[src/rtl/rdmc_ram.sv]
// Single-port-write, registered-read memory used for the visited map and the frame stack.
`timescale 1ns / 1ps
module rdmc_ram #(
   parameter int WIDTH  = 1,
   parameter int DEPTH  = 256,
   parameter int ADDR_W = $clog2(DEPTH)
) (
   input  logic              clock,
   input  logic              wr_en,
   input  logic [ADDR_W-1:0] wr_addr,
   input  logic [WIDTH-1:0]  wr_data,
   input  logic              rd_en,
   input  logic [ADDR_W-1:0] rd_addr,
   output logic [WIDTH-1:0]  rd_data
);

   logic [WIDTH-1:0] mem [DEPTH];
   logic [WIDTH-1:0] rd_data_ff;

   always_ff @(posedge clock) begin
      if (wr_en) begin
         mem[wr_addr] <= wr_data;
      end
      if (rd_en) begin
         rd_data_ff <= mem[rd_addr];
      end
   end

   assign rd_data = rd_data_ff;

endmodule

[config.mk]
export PLATFORM = sky130hd
export DESIGN_NAME = rdmc_ram
export DESIGN_NICKNAME = d
export VERILOG_FILES = /design/src/rtl/rdmc_ram.sv
export SDC_FILE = /design/constraint.sdc
export NUM_CORES = 1
export LEC_CHECK = 0
export ABC_AREA = 1
export BUFFER_PORTS_ARGS = -buffer_cell sky130_fd_sc_hd__buf_2
export CORE_MARGIN = 3
export CORE_UTILIZATION = 63
export DETAILED_ROUTE_END_ITERATION = 7
export GPL_ROUTABILITY_DRIVEN = 0
export PLACE_DENSITY = 0.89
export SLEW_MARGIN = 40
export SYNTH_ARGS = -nofsm -noshare
export SYNTH_HDL_FRONTEND = slang
export SYNTH_SLANG_ARGS = --single-unit
[constraint.sdc]
create_clock -name clock -period 1.5 [get_ports clock]
set_clock_uncertainty 0.1 [all_clocks]
set_input_delay 0.075 -clock clock [delete_from_list [all_inputs] [get_ports clock]]
set_output_delay 0.075 -clock clock [all_outputs]
set_load 0.02 [all_outputs]
=== Word-level counts from Yosys, hierarchy flattened ===
Memories as Yosys holds them, arrays and structs flattened. A register that Yosys moved wholly into a read port is not among the register bits.
Cells that the tools add are included.

* Input bits: 20
* Register bits after elaboration: 0
* Memory bits (read-only): 0
* Logic and storage cells: 3
* Bits in writable memories: 256
* Latch bits: 0
* Memories: 1
* Output and inout bits: 1

{| class="wikitable"
|+ Memory list
! name !! depth !! width !! rd ports !! clocked after memory_dff !! write ports !! RTL line !! RTL
|-
| mem || 256 || 1 || 1 || 1 || 1 || 17 || <nowiki>logic [WIDTH-1:0] mem [DEPTH];</nowiki>
|}

* Reductions and logical operators: 0
* Magnitude comparators: 0
* Bitwise operators: 0
* $mul: 0
* Mux-type cells: 2
* Divide/modulo/power cells: 0
* Eq/ne operators: 0
* Shifts and indexed selects: 0
* Add/sub/neg operators: 0

{| class="wikitable"
|+ Operator list
! operator !! number
|-
| $mux W1 || 2
|}

=== Longest topological paths before layout ===
* Depth in word-level cells: 2
* Depth in mapped cells: 13
* Depth with buffers taken out: 11

=== Least setup slack after synthesis ===
OpenSTA, ideal clock, no wires.

* Path type: input-to-reg
* Start: in rd_addr[3]
* End: reg rd_data_ff (netlist: rd_data), read port of mem (data pin)
* Stages: 10
* Library setup time: 253 ps
* Data required time: 1147 ps
* Data arrival time: 1061 ps
* Path buffers: 2
* Path slack: 86 ps
* Path through: buf_2 > inv_1 > clkbuf_1 > nand3_1 > nand3_1 > nand2_1 > nand2_1 > nand3_1 > nand3_1 > nand2_1

{| class="wikitable"
|+ RTL lines
! element !! RTL line !! RTL
|-
| from (decl) || 13 || <nowiki>input logic [ADDR_W-1:0] rd_addr,</nowiki>
|-
| to (decl) || 18 || <nowiki>logic [WIDTH-1:0] rd_data_ff;</nowiki>
|}

==> PnR_summary.wiki <==
{| class="wikitable"
! Metric !! Value
|-
| Status || finished with violations
|-
| Violated checks || negative hold slack, negative setup slack
|-
| Total nets after synthesis || 1204
|-
| Worst Reg-to-Reg Cells || 10
|-
| Yosys warning count || 0
|-
| H-tree depth reported by CTS || 1
|-
| Post-route setup TNS || -0.139 ns
|-
| Average vias per placed instance || 6.42
|-
| Period utilisation layout || 1.09
|-
| Routed WL || ~33000 um
|-
| Initial drt markers || 1894
|-
| TritonCTS Sinks || ~260
|-
| I/O Pins || 21
|-
| Cell Pwr Density || between 1000 and 1500 nW/um^2
|-
| Largest area contributor in the synthesized netlist || sky130_fd_sc_hd__edfxtp_1
|-
| Maximum operating frequency || 610 MHz
|-
| Hold buffer count at CTS || 3
|-
| Number of max-capacitance violations reported || 0
|-
| Worst vdd ir || 1090 uV
|-
| Synthesized area per cell || roughly 9.9 um^2
|-
| Total global routing track utilization || 0.309
|-
| Number of synthesized register bits || approximately 260
|-
| Sequential-to-total area share from yosys stat || 0.658
|-
| Worst r2r src || mem[67]
|-
| First-pass GRT wire length || between 40000 and 50000 um
|-
| Number of setup violations in the final report || 1
|-
| Period minus WS final || 1.64 ns
|-
| Pin count of the biggest net entering global routing || a little under 70
|-
| Clock slew seen by the registers of the worst setup and hold paths || around 0.06 ns
|-
| Antenna-violating nets left || 0
|-
| Worst min path class || input port to flop
|-
| Initial Util || 0.646
|-
| Critical path fanouts, max || 1
|-
| Share of layout cells above drive strength 1 || 0.159
|-
| Count of antenna diodes in the layout || 0
|-
| Number of iterations in the first detailed-routing pass || 8
|-
| Crit end category || flop
|-
| Number of buffers inserted by port buffering || 20
|-
| Commonest non-fill, non-tap cell in the layout || sky130_fd_sc_hd__nand2_1
|-
| Distinct cells, synth || 12
|-
| Least setup slack across all paths after layout || -0.139 ns
|-
| Worst hold margin || -0.0643 ns
|-
| Total of fill cells in the finished design || 1089
|-
| Final hold violation count || 1
|-
| Top-area cell type share of the netlist area || 0.658
|-
| Die ar. || around 20000 um^2
|-
| Worst hold path startpoint || rd_addr[6]
|-
| Path type of the worst setup path || flop to flop
|-
| Final-stage net count || around 1200
|-
| Unrepaired setup endpoints after global routing || true
|-
| Detail-routed net length per standard cell || between 20 and 25 um
|-
| CP Data Arrival Time || 1.83 ns
|-
| Height of the die || ~140 um
|-
| Max-slew headroom || 0.475
|-
| Post-synthesis to final-layout area growth || 15.0%
|-
| Leftover overflow at the end of global routing || 0
|-
| Number of CTS-inserted buffers || 25
|-
| Skew-Pair Late Insertion Delay || between 0.5 and 0.6 ns
|-
| CTS tree || built
|-
| Floorplan Core Area || around 18000 um^2
|-
| Routed via count || 9422
|-
| Buffer type at the clock tree root || sky130_fd_sc_hd__clkbuf_16
|-
| Core Rows || 49
|-
| Number of buffers inserted by post-CTS setup repair || 0
|-
| WHS Path Cells || 4
|-
| Clk buf depth || 3
|-
| Worst path required time || about 1.7 ns
|-
| Antenna violations before repair || 0
|-
| Netlist area before placement || about 12000 um^2
|-
| Leading cell types by total area after synthesis || sky130_fd_sc_hd__edfxtp_1 66%, sky130_fd_sc_hd__nand3_1 11%, sky130_fd_sc_hd__nand2_1 9.6%
|-
| Syn Inst Count || between 1000 and 1500
|-
| Residual DRC || 0
|-
| Beginning of the critical path || mem[67]
|-
| Slew Viols, Final || 0
|-
| Standby leakage power || approximately 4.7 nW
|-
| Commonest non-fill, non-tap cells in the layout || 289 x sky130_fd_sc_hd__nand2_1, 268 x sky130_fd_sc_hd__nor2_1, 257 x sky130_fd_sc_hd__edfxtp_1
|-
| Type of element launching the critical path || flop
|-
| Placed wire-length estimate after detailed placement || 17800 um
|-
| Chip Width || 142 um
|-
| Transition at the pin with the smallest max-transition slack || just under 0.8 ns
|-
| Minimum setup slack after placement || -0.328 ns
|-
| Via count of the first global-routing pass || between 9000 and 10000
|}
path summary, 6_finish.rpt:
path,to,slack (ns)
setup / recovery,rd_data,-0.14
hold / removal,rd_data,-0.06
setup reg to reg,rd_data,-0.14
hold reg to reg,rd_data,0.94
routing by layer:
| layer | vias to the layer above | wire length (um) | global-route usage |
|---|---|---|---|
| li1 | 4074 | - | - |
| met1 | 4365 | 10700 | 0.412 |
| met2 | 832 | 15800 | 0.492 |
| met3 | 151 | 4870 | 0.0645 |
| met4 | 0 | 1630 | 0.145 |
| met5 | - | 0 | 0 |
worst max-delay path, cell delays in order, from the launching register on:
cell,delay [ns]
sky130_fd_sc_hd__edfxtp_1,0.41
sky130_fd_sc_hd__nand2_1,0.11
sky130_fd_sc_hd__nand3_2,0.10
sky130_fd_sc_hd__nand3_2,0.09
sky130_fd_sc_hd__nand3_2,0.12
sky130_fd_sc_hd__nand3_4,0.12
sky130_fd_sc_hd__nand2_2,0.08
sky130_fd_sc_hd__nand2_1,0.06
sky130_fd_sc_hd__nand3_1,0.07
sky130_fd_sc_hd__nand3_1,0.08
sky130_fd_sc_hd__nand2_1,0.06
power by group:
part | total, mW | leakage, nW | switching (mW) | internal (mW)
combinational | 1.25 | 2.07 | 0.868 | 0.384
sequential | 7.92 | 2.31 | 0.00530 | 7.91
clock | 5.69 | 0.349 | 2.64 | 3.04
total | 14.9 | 4.73 | 3.52 | 11.3
area by class of cell:
cell class              instances  area [um^2]  share of cell area
flip-flops and latches        257         7720               0.572
multi-input cells             824         3790               0.281
repair buffers                 95          917              0.0680
clock buffers                  30          644              0.0478
well taps                     229          287              0.0212
inverters                      18         68.8             0.00510
clock inverters                14         67.6             0.00501
Yosys cell counts:
| master | n |
|---|---|
| sky130_fd_sc_hd__inv_2 | 2 |
| sky130_fd_sc_hd__nand2_1 | 299 |
| sky130_fd_sc_hd__buf_1 | 3 |
| sky130_fd_sc_hd__edfxtp_1 | 257 |
| sky130_fd_sc_hd__nor2_1 | 268 |
| sky130_fd_sc_hd__buf_4 | 6 |
| sky130_fd_sc_hd__buf_2 | 14 |
| sky130_fd_sc_hd__buf_6 | 22 |
| sky130_fd_sc_hd__clkbuf_1 | 40 |
| sky130_fd_sc_hd__nand3_1 | 254 |
| sky130_fd_sc_hd__nand4_1 | 3 |
| sky130_fd_sc_hd__inv_1 | 16 |
through the flow:
stage	instances	utilization	power, mW	cell area, um^2
after floorplan	1184	-	8.70	11700
final	1467	0.743	14.9	13500
after CTS	1467	0.726	14.7	13200
after detailed placement	1420	0.682	9.15	12400
after global placement	1420	0.682	9.11	12400
after global routing	1467	0.743	15.2	13500
registers in the layout (all words and copies together) (netlist names):
name	flops
rd_data	1
mem	256
cells by family (layout without fill, tap and decap cells):
| family | after synthesis | count (layout) | share of synthesized area |
|---|---|---|---|
| buf+inv | 103 | 157 | 0.0505 |
| flops | 257 | 257 | 0.658 |
| simple gates | 824 | 824 | 0.291 |
repair_timing:
item / in CTS / in global routing
gates cloned: 0 / 0
endpoints found under the setup margin: 1 / 1
resized for setup: 12 / 64
hold endpoints to repair: 41 / 1
pin swaps: 15 / 35
Power figures use the tool's default switching activity.
