<file path="config.mk">
export PLATFORM = sky130hd
export DESIGN_NAME = rdmc_nbr_unit
export DESIGN_NICKNAME = d
export VERILOG_FILES = /design/src/rtl/rdmc_pkg.sv /design/src/rtl/rdmc_nbr_unit.sv
export SDC_FILE = /design/constraint.sdc
export NUM_CORES = 1
export LEC_CHECK = 0
export ABC_CLOCK_PERIOD_IN_PS = 1480
export BUFFER_PORTS_ARGS = -buffer_cell sky130_fd_sc_hd__buf_2
export CORE_UTILIZATION = 35
export DETAILED_ROUTE_END_ITERATION = 10
export PLACE_DENSITY = 0.66
export SYNTH_ARGS = -nofsm -noshare
export SYNTH_HDL_FRONTEND = slang
export SYNTH_SLANG_ARGS = --single-unit
</file>
<file path="constraint.sdc">
create_clock -name vclk -period 1.48
set_input_delay 0 -clock vclk [all_inputs]
set_output_delay 0 -clock vclk [all_outputs]
set_load 0.02 [all_outputs]
</file>
<file path="src/rtl/rdmc_pkg.sv">
// Shared types, direction codes and shuffle helpers for the maze carver.
`timescale 1ns / 1ps
package rdmc_pkg;

   localparam int DEF_GRID_COLS = 16;
   localparam int DEF_GRID_ROWS = 16;

   typedef logic [1:0] dir_type;
   typedef logic [7:0] order_type;
   typedef logic [2:0] slot_type;

   localparam int ORDER_W = 8;
   localparam int NEXT_W  = 3;

   localparam dir_type DIR_UP    = 2'd0;
   localparam dir_type DIR_RIGHT = 2'd1;
   localparam dir_type DIR_DOWN  = 2'd2;
   localparam dir_type DIR_LEFT  = 2'd3;

   // slot i of an order sits at bits [2i+1:2i]
   localparam order_type ORDER_INIT = {DIR_LEFT, DIR_DOWN, DIR_RIGHT, DIR_UP};
   localparam slot_type  SLOT_FIRST = 3'd0;
   localparam slot_type  SLOT_END   = 3'd4;

   function automatic dir_type order_slot(order_type ord, logic [1:0] slot);
      return ord[2*slot +: 2];
   endfunction

   function automatic order_type swap_slot(order_type ord, logic [1:0] a, logic [1:0] b);
      order_type r;
      dir_type   t;
      r = ord;
      t = r[2*a +: 2];
      r[2*a +: 2] = r[2*b +: 2];
      r[2*b +: 2] = t;
      return r;
   endfunction

   function automatic order_type shuffle_order(logic [1:0] p0, logic [1:0] p1,
                                               logic [1:0] p2);
      return swap_slot(swap_slot(swap_slot(ORDER_INIT, 2'd0, p0), 2'd1, p1), 2'd2, p2);
   endfunction

endpackage

</file>
<file path="src/rtl/rdmc_nbr_unit.sv">
// Neighbour step unit: moves one cell in a direction, checks the grid edge, forms the address.
`timescale 1ns / 1ps
module rdmc_nbr_unit #(
   parameter int GRID_COLS = rdmc_pkg::DEF_GRID_COLS,
   parameter int GRID_ROWS = rdmc_pkg::DEF_GRID_ROWS,
   parameter int X_W       = $clog2(GRID_COLS),
   parameter int Y_W       = $clog2(GRID_ROWS),
   parameter int ADDR_W    = $clog2(GRID_COLS * GRID_ROWS)
) (
   input  logic [X_W-1:0]    cur_x,
   input  logic [Y_W-1:0]    cur_y,
   input  rdmc_pkg::dir_type dir,
   output logic [X_W-1:0]    nbr_x,
   output logic [Y_W-1:0]    nbr_y,
   output logic [ADDR_W-1:0] nbr_addr,
   output logic              nbr_ok
);
   import rdmc_pkg::*;

   always_comb begin
      nbr_x  = cur_x;
      nbr_y  = cur_y;
      nbr_ok = 1'b0;
      unique case (dir)
         DIR_UP: begin
            nbr_ok = (cur_y != '0);
            nbr_y  = cur_y - Y_W'(1);
         end
         DIR_RIGHT: begin
            nbr_ok = (cur_x != X_W'(GRID_COLS - 1));
            nbr_x  = cur_x + X_W'(1);
         end
         DIR_DOWN: begin
            nbr_ok = (cur_y != Y_W'(GRID_ROWS - 1));
            nbr_y  = cur_y + Y_W'(1);
         end
         DIR_LEFT: begin
            nbr_ok = (cur_x != '0);
            nbr_x  = cur_x - X_W'(1);
         end
         default: begin
            nbr_ok = 1'b0;
         end
      endcase
   end

   assign nbr_addr = ADDR_W'(nbr_y) * ADDR_W'(GRID_COLS) + ADDR_W'(nbr_x);

endmodule

</file>
; ---- Word level (Yosys, flattened, before mapping)
; Index checks and enable logic that the tools add are counted.
[totals]
mem_count = 0
latch_bits = 0
register_bits = 0
romBits = 0
ram_bits = 0
[classes]
multipliers = 0
n_mux = 3
magnitude_cmp = 0
bitwise = 0
addsub = 5
eq_ne = 5
shift = 0
div = 0
reduce_logical = 3
[ops]
columns = operator, n
row1 = case mux 4 bit (2 select lines), 2
row2 = "adder 4 x 1 -> 4 bit, second input constant", 2
row3 = adder 8 x 4 -> 8 bit, 1
row4 = "!= test 4 bit, second input constant", 2
row5 = nonzero test 4 bit, 2
row6 = "subtractor 4 x 1 -> 4 bit, second input constant", 2
row7 = "== test 2 bit, second input constant", 2
row8 = case mux 1 bit (4 select lines), 1
row9 = "== test 2 x 1 -> 1 bit, second input constant", 1
row10 = logical NOT 2 bit, 1

; ---- Depth between registers and ports, before layout
[depth]
ltp_word = 3
ltp_mapped = 9

; ---- Least setup slack after synthesis
; Ideal clock, no wire load.
[synth_timing]
kind = input-to-output
from = in dir[0]
to = out nbr_y[3]
path_slack_ns = -0.257
path_buffers = 1
arrival_ns = 1.737
path_stages = 9
path_cell_list = inv_1 -> ha_1 -> inv_1 -> ha_1 -> a21oi_1 -> and3_1 -> o22a_1 -> xor2_1 -> buf_4
[synth_via]
elab_chain_cells = 2
elab_cells_between_ends = 3
classes_between = eq/ne (1) / mux (1) / reduce/logical (1)
[synth_rtl]
columns = element, line
row1 = "start, declared", rdmc_nbr_unit.sv:12  ; input rdmc_pkg::dir_type dir,
row2 = == test 2 bit or logical NOT 2 bit (tied branches), rdmc_nbr_unit.sv:24  ; unique case (dir)
row3 = case mux 4 bit (2 select lines) *, rdmc_nbr_unit.sv:24
row4 = "end, declared", rdmc_nbr_unit.sv:14  ; output logic [Y_W-1:0] nbr_y,
; Mark *: on every way between the ends. The rest lies on a longest branch, timed or not.

; ---- Worst setup path in the final report
[layout_timing]
from = in dir[1]
to = out nbr_addr[7]
[layout_via]
elab_chain_cells = 3
elab_cells_between_ends = 7
classes_between = add/sub (1) / eq/ne (3) / mux (2) / reduce/logical (1)
[layout_rtl]
columns = element, line
row1 = "== test 2 bit, or another cell as far along", rdmc_nbr_unit.sv:24
row2 = case mux 4 bit (2 select lines), rdmc_nbr_unit.sv:24
row3 = adder 8 x 4 -> 8 bit *, rdmc_nbr_unit.sv:47  ; assign nbr_addr = ADDR_W'(nbr_y) * ADDR_W'(GRID_COLS) + ADDR_W'(nbr_x);
row4 = "end, declared", rdmc_nbr_unit.sv:15  ; output logic [ADDR_W-1:0] nbr_addr,
; Marks and branches as above.

==> flow_summary.yaml <==
sta:
  worst_pin_slew_ps: 359.4
  slew_headroom_pct: 75.82
  min_period_ps: 1393
  setup-tns-final_ps: 0
  timing.fmax_ghz: 0.7180
  hold_violations: 0
  post-route-period-util_pct: 94.11
  worst_slack_ps: 87.18
  whs_ps: 330.3
  drv_slew: 0
  final-setup-viol-count: 0
  rsz0062_at_grt: "false"
placement:
  post_dp_cell_area_um2: 641.9
  pre_cts_ws_ps: -107.6
  hpwl_um: 818
  routabilityCongestion: 0.7734
  place_inst: 101
  portBuffers: 27
clock_tree:
  hold_buffers: 0
  post_cts_buffers: 0
yosys:
  syn_inst: 60
  yosysUniqueCellTypes: 28
  netlist_area_um2: 484.2
  synth_compound_area_share_pct: 18.86
  avgSynthCellArea_um2: 8.070
  synth-adder-area-share_pct: 27.39
  synth_top_family_by_area: "adder cells"
  synthSimpleGateAreaFrac_pct: 16.54
  syn_nets: 80
  synth_mux_area_share_pct: 6.718
  seq_area_frac_synth_pct: 0
  synth-xor-area-share_pct: 12.66
  ys_warn_count: 0
cells_and_area:
  drive_gt1_share_pct: 59.30
  syn_to_final_growth_pct: 52.20
  seq_cell_count: 0
  final_cell_mix: "buf_2, buf_4, ha_1"
  final_common_cell: "buf_2"
  regArea_um2: 0
  nNetsFinal: 108
  final_util_pct: 56.63
  diodes: 0
  instances_no_fill: 101
  nClkBuffers: 0
  fin_area_um2: 737.0
detailed_routing:
  drc: 0
  drtIter0Drc: 1
  via_per_inst: 4.911
  wl_mm: 1.027
  ant_nets: 0
  wire_per_inst_um: 10.17
  num_vias: 496
  drt-pass1-iter-count: 4
die:
  die_w_um: 39.20
  pin_count: 27
  start_util_pct: 37.21
  row_count: 13
  die_h_um: 39.20
  fp.dieArea_um2: 1536
  core_area_um2: 1301
worst_setup_path:
  worstPathArrival_ps: 1390
  critPathKind: "in2out"
  cp-start-kind: "input port"
  crit_fanout: 3
  required_ps: 1480
  endpoint_kind: "output port"
power_and_ir_drop:
  pwr-share-seq_pct: 0
  power_frac_comb_pct: 100.0
  p_clk_share_pct: 0
  p_total_mw: 0.3417
  power_density_nw_per_um2: 463.6
  intPower_mw: 0.1513
  swShare_pct: 55.73
  peakVddDrop_uv: 201.0
  leakage_nw: 0.3498
  p_sw_mw: 0.1904
run_status:
  status: "finished clean"
global_routing:
  grt_max_degree: 9
  antenna_found_initial: 0
  grt.total_usage_pct: 13.17
  grt_pass1_wl_mm: 1.483
  grt_pass1_vias: 365
  gr-total-overflow: 0
flow_run:
  maxCapViolCount: 0
worst_hold_path:
  hold_path_class: "in2out"
==> worst max-delay path, stage by stage <==
cell	delay, ps
buf_2	130
ha_4	170
inv_4	70
ha_4	220
a21oi_4	130
and3_4	180
o22a_1	160
xor2_2	180
buf_6	140
==> cell type report <==
cell class	count	area, um^2
fill	121	564.3
multi-input combinational	47	484.2
timing repair buffer	35	214.0
inverter	4	20.02
tap	15	18.77
==> worst paths after layout <==
path	startpoint	endpoint	slack (ps)	cells after the start
hold / removal	cur_y[3]	nbr_y[3]	330	3
setup / recovery	dir[1]	nbr_addr[7]	90	9
==> cell families after synthesis <==
kind of cell | count (synthesis)
simple gates | 14
mux | 3
xor+xnor | 7
fa+ha+maj | 10
compound gates | 13
buf+inv | 13
==> cell usage after synthesis, types with 2 or more instances <==
cell | number | area [um^2]
o21ai_0 | 2 | 10.01
nand2b_1 | 2 | 12.51
ha_1 | 9 | 112.6
o22ai_1 | 2 | 12.51
nand3_1 | 2 | 10.01
buf_4 | 8 | 60.06
nor2_1 | 2 | 7.510
inv_1 | 4 | 15.01
xor2_1 | 3 | 26.28
nand2_1 | 3 | 11.26
xnor2_1 | 4 | 35.03
mux2_2 | 2 | 22.52
a21oi_1 | 2 | 10.01
==> routing by layer <==
metal  global-route usage (%)  share of wire (%)
met1                    17.69                 46
met5                        0                  0
met2                    24.58                 50
met4                        0                  0
met3                        0                4.0
==> power by group through the flow <==
stage	registers [mW]	clock network [mW]	logic (mW)
2_1_floorplan	0	0	0.227
3_3_place_gp	0	0	0.291
3_5_place_dp	0	0	0.296
4_1_cts	0	0	0.311
5_1_grt	0	0	0.373
6_report	0	0	0.342
==> what timing repair did <==
item	4_1_cts	5_1_grt
endpoints found under the setup margin	2	6
gates resized for setup	7	13
endpoints found under the hold margin	0	0
pin swaps	1	6
(Power assumes the default switching activity.)
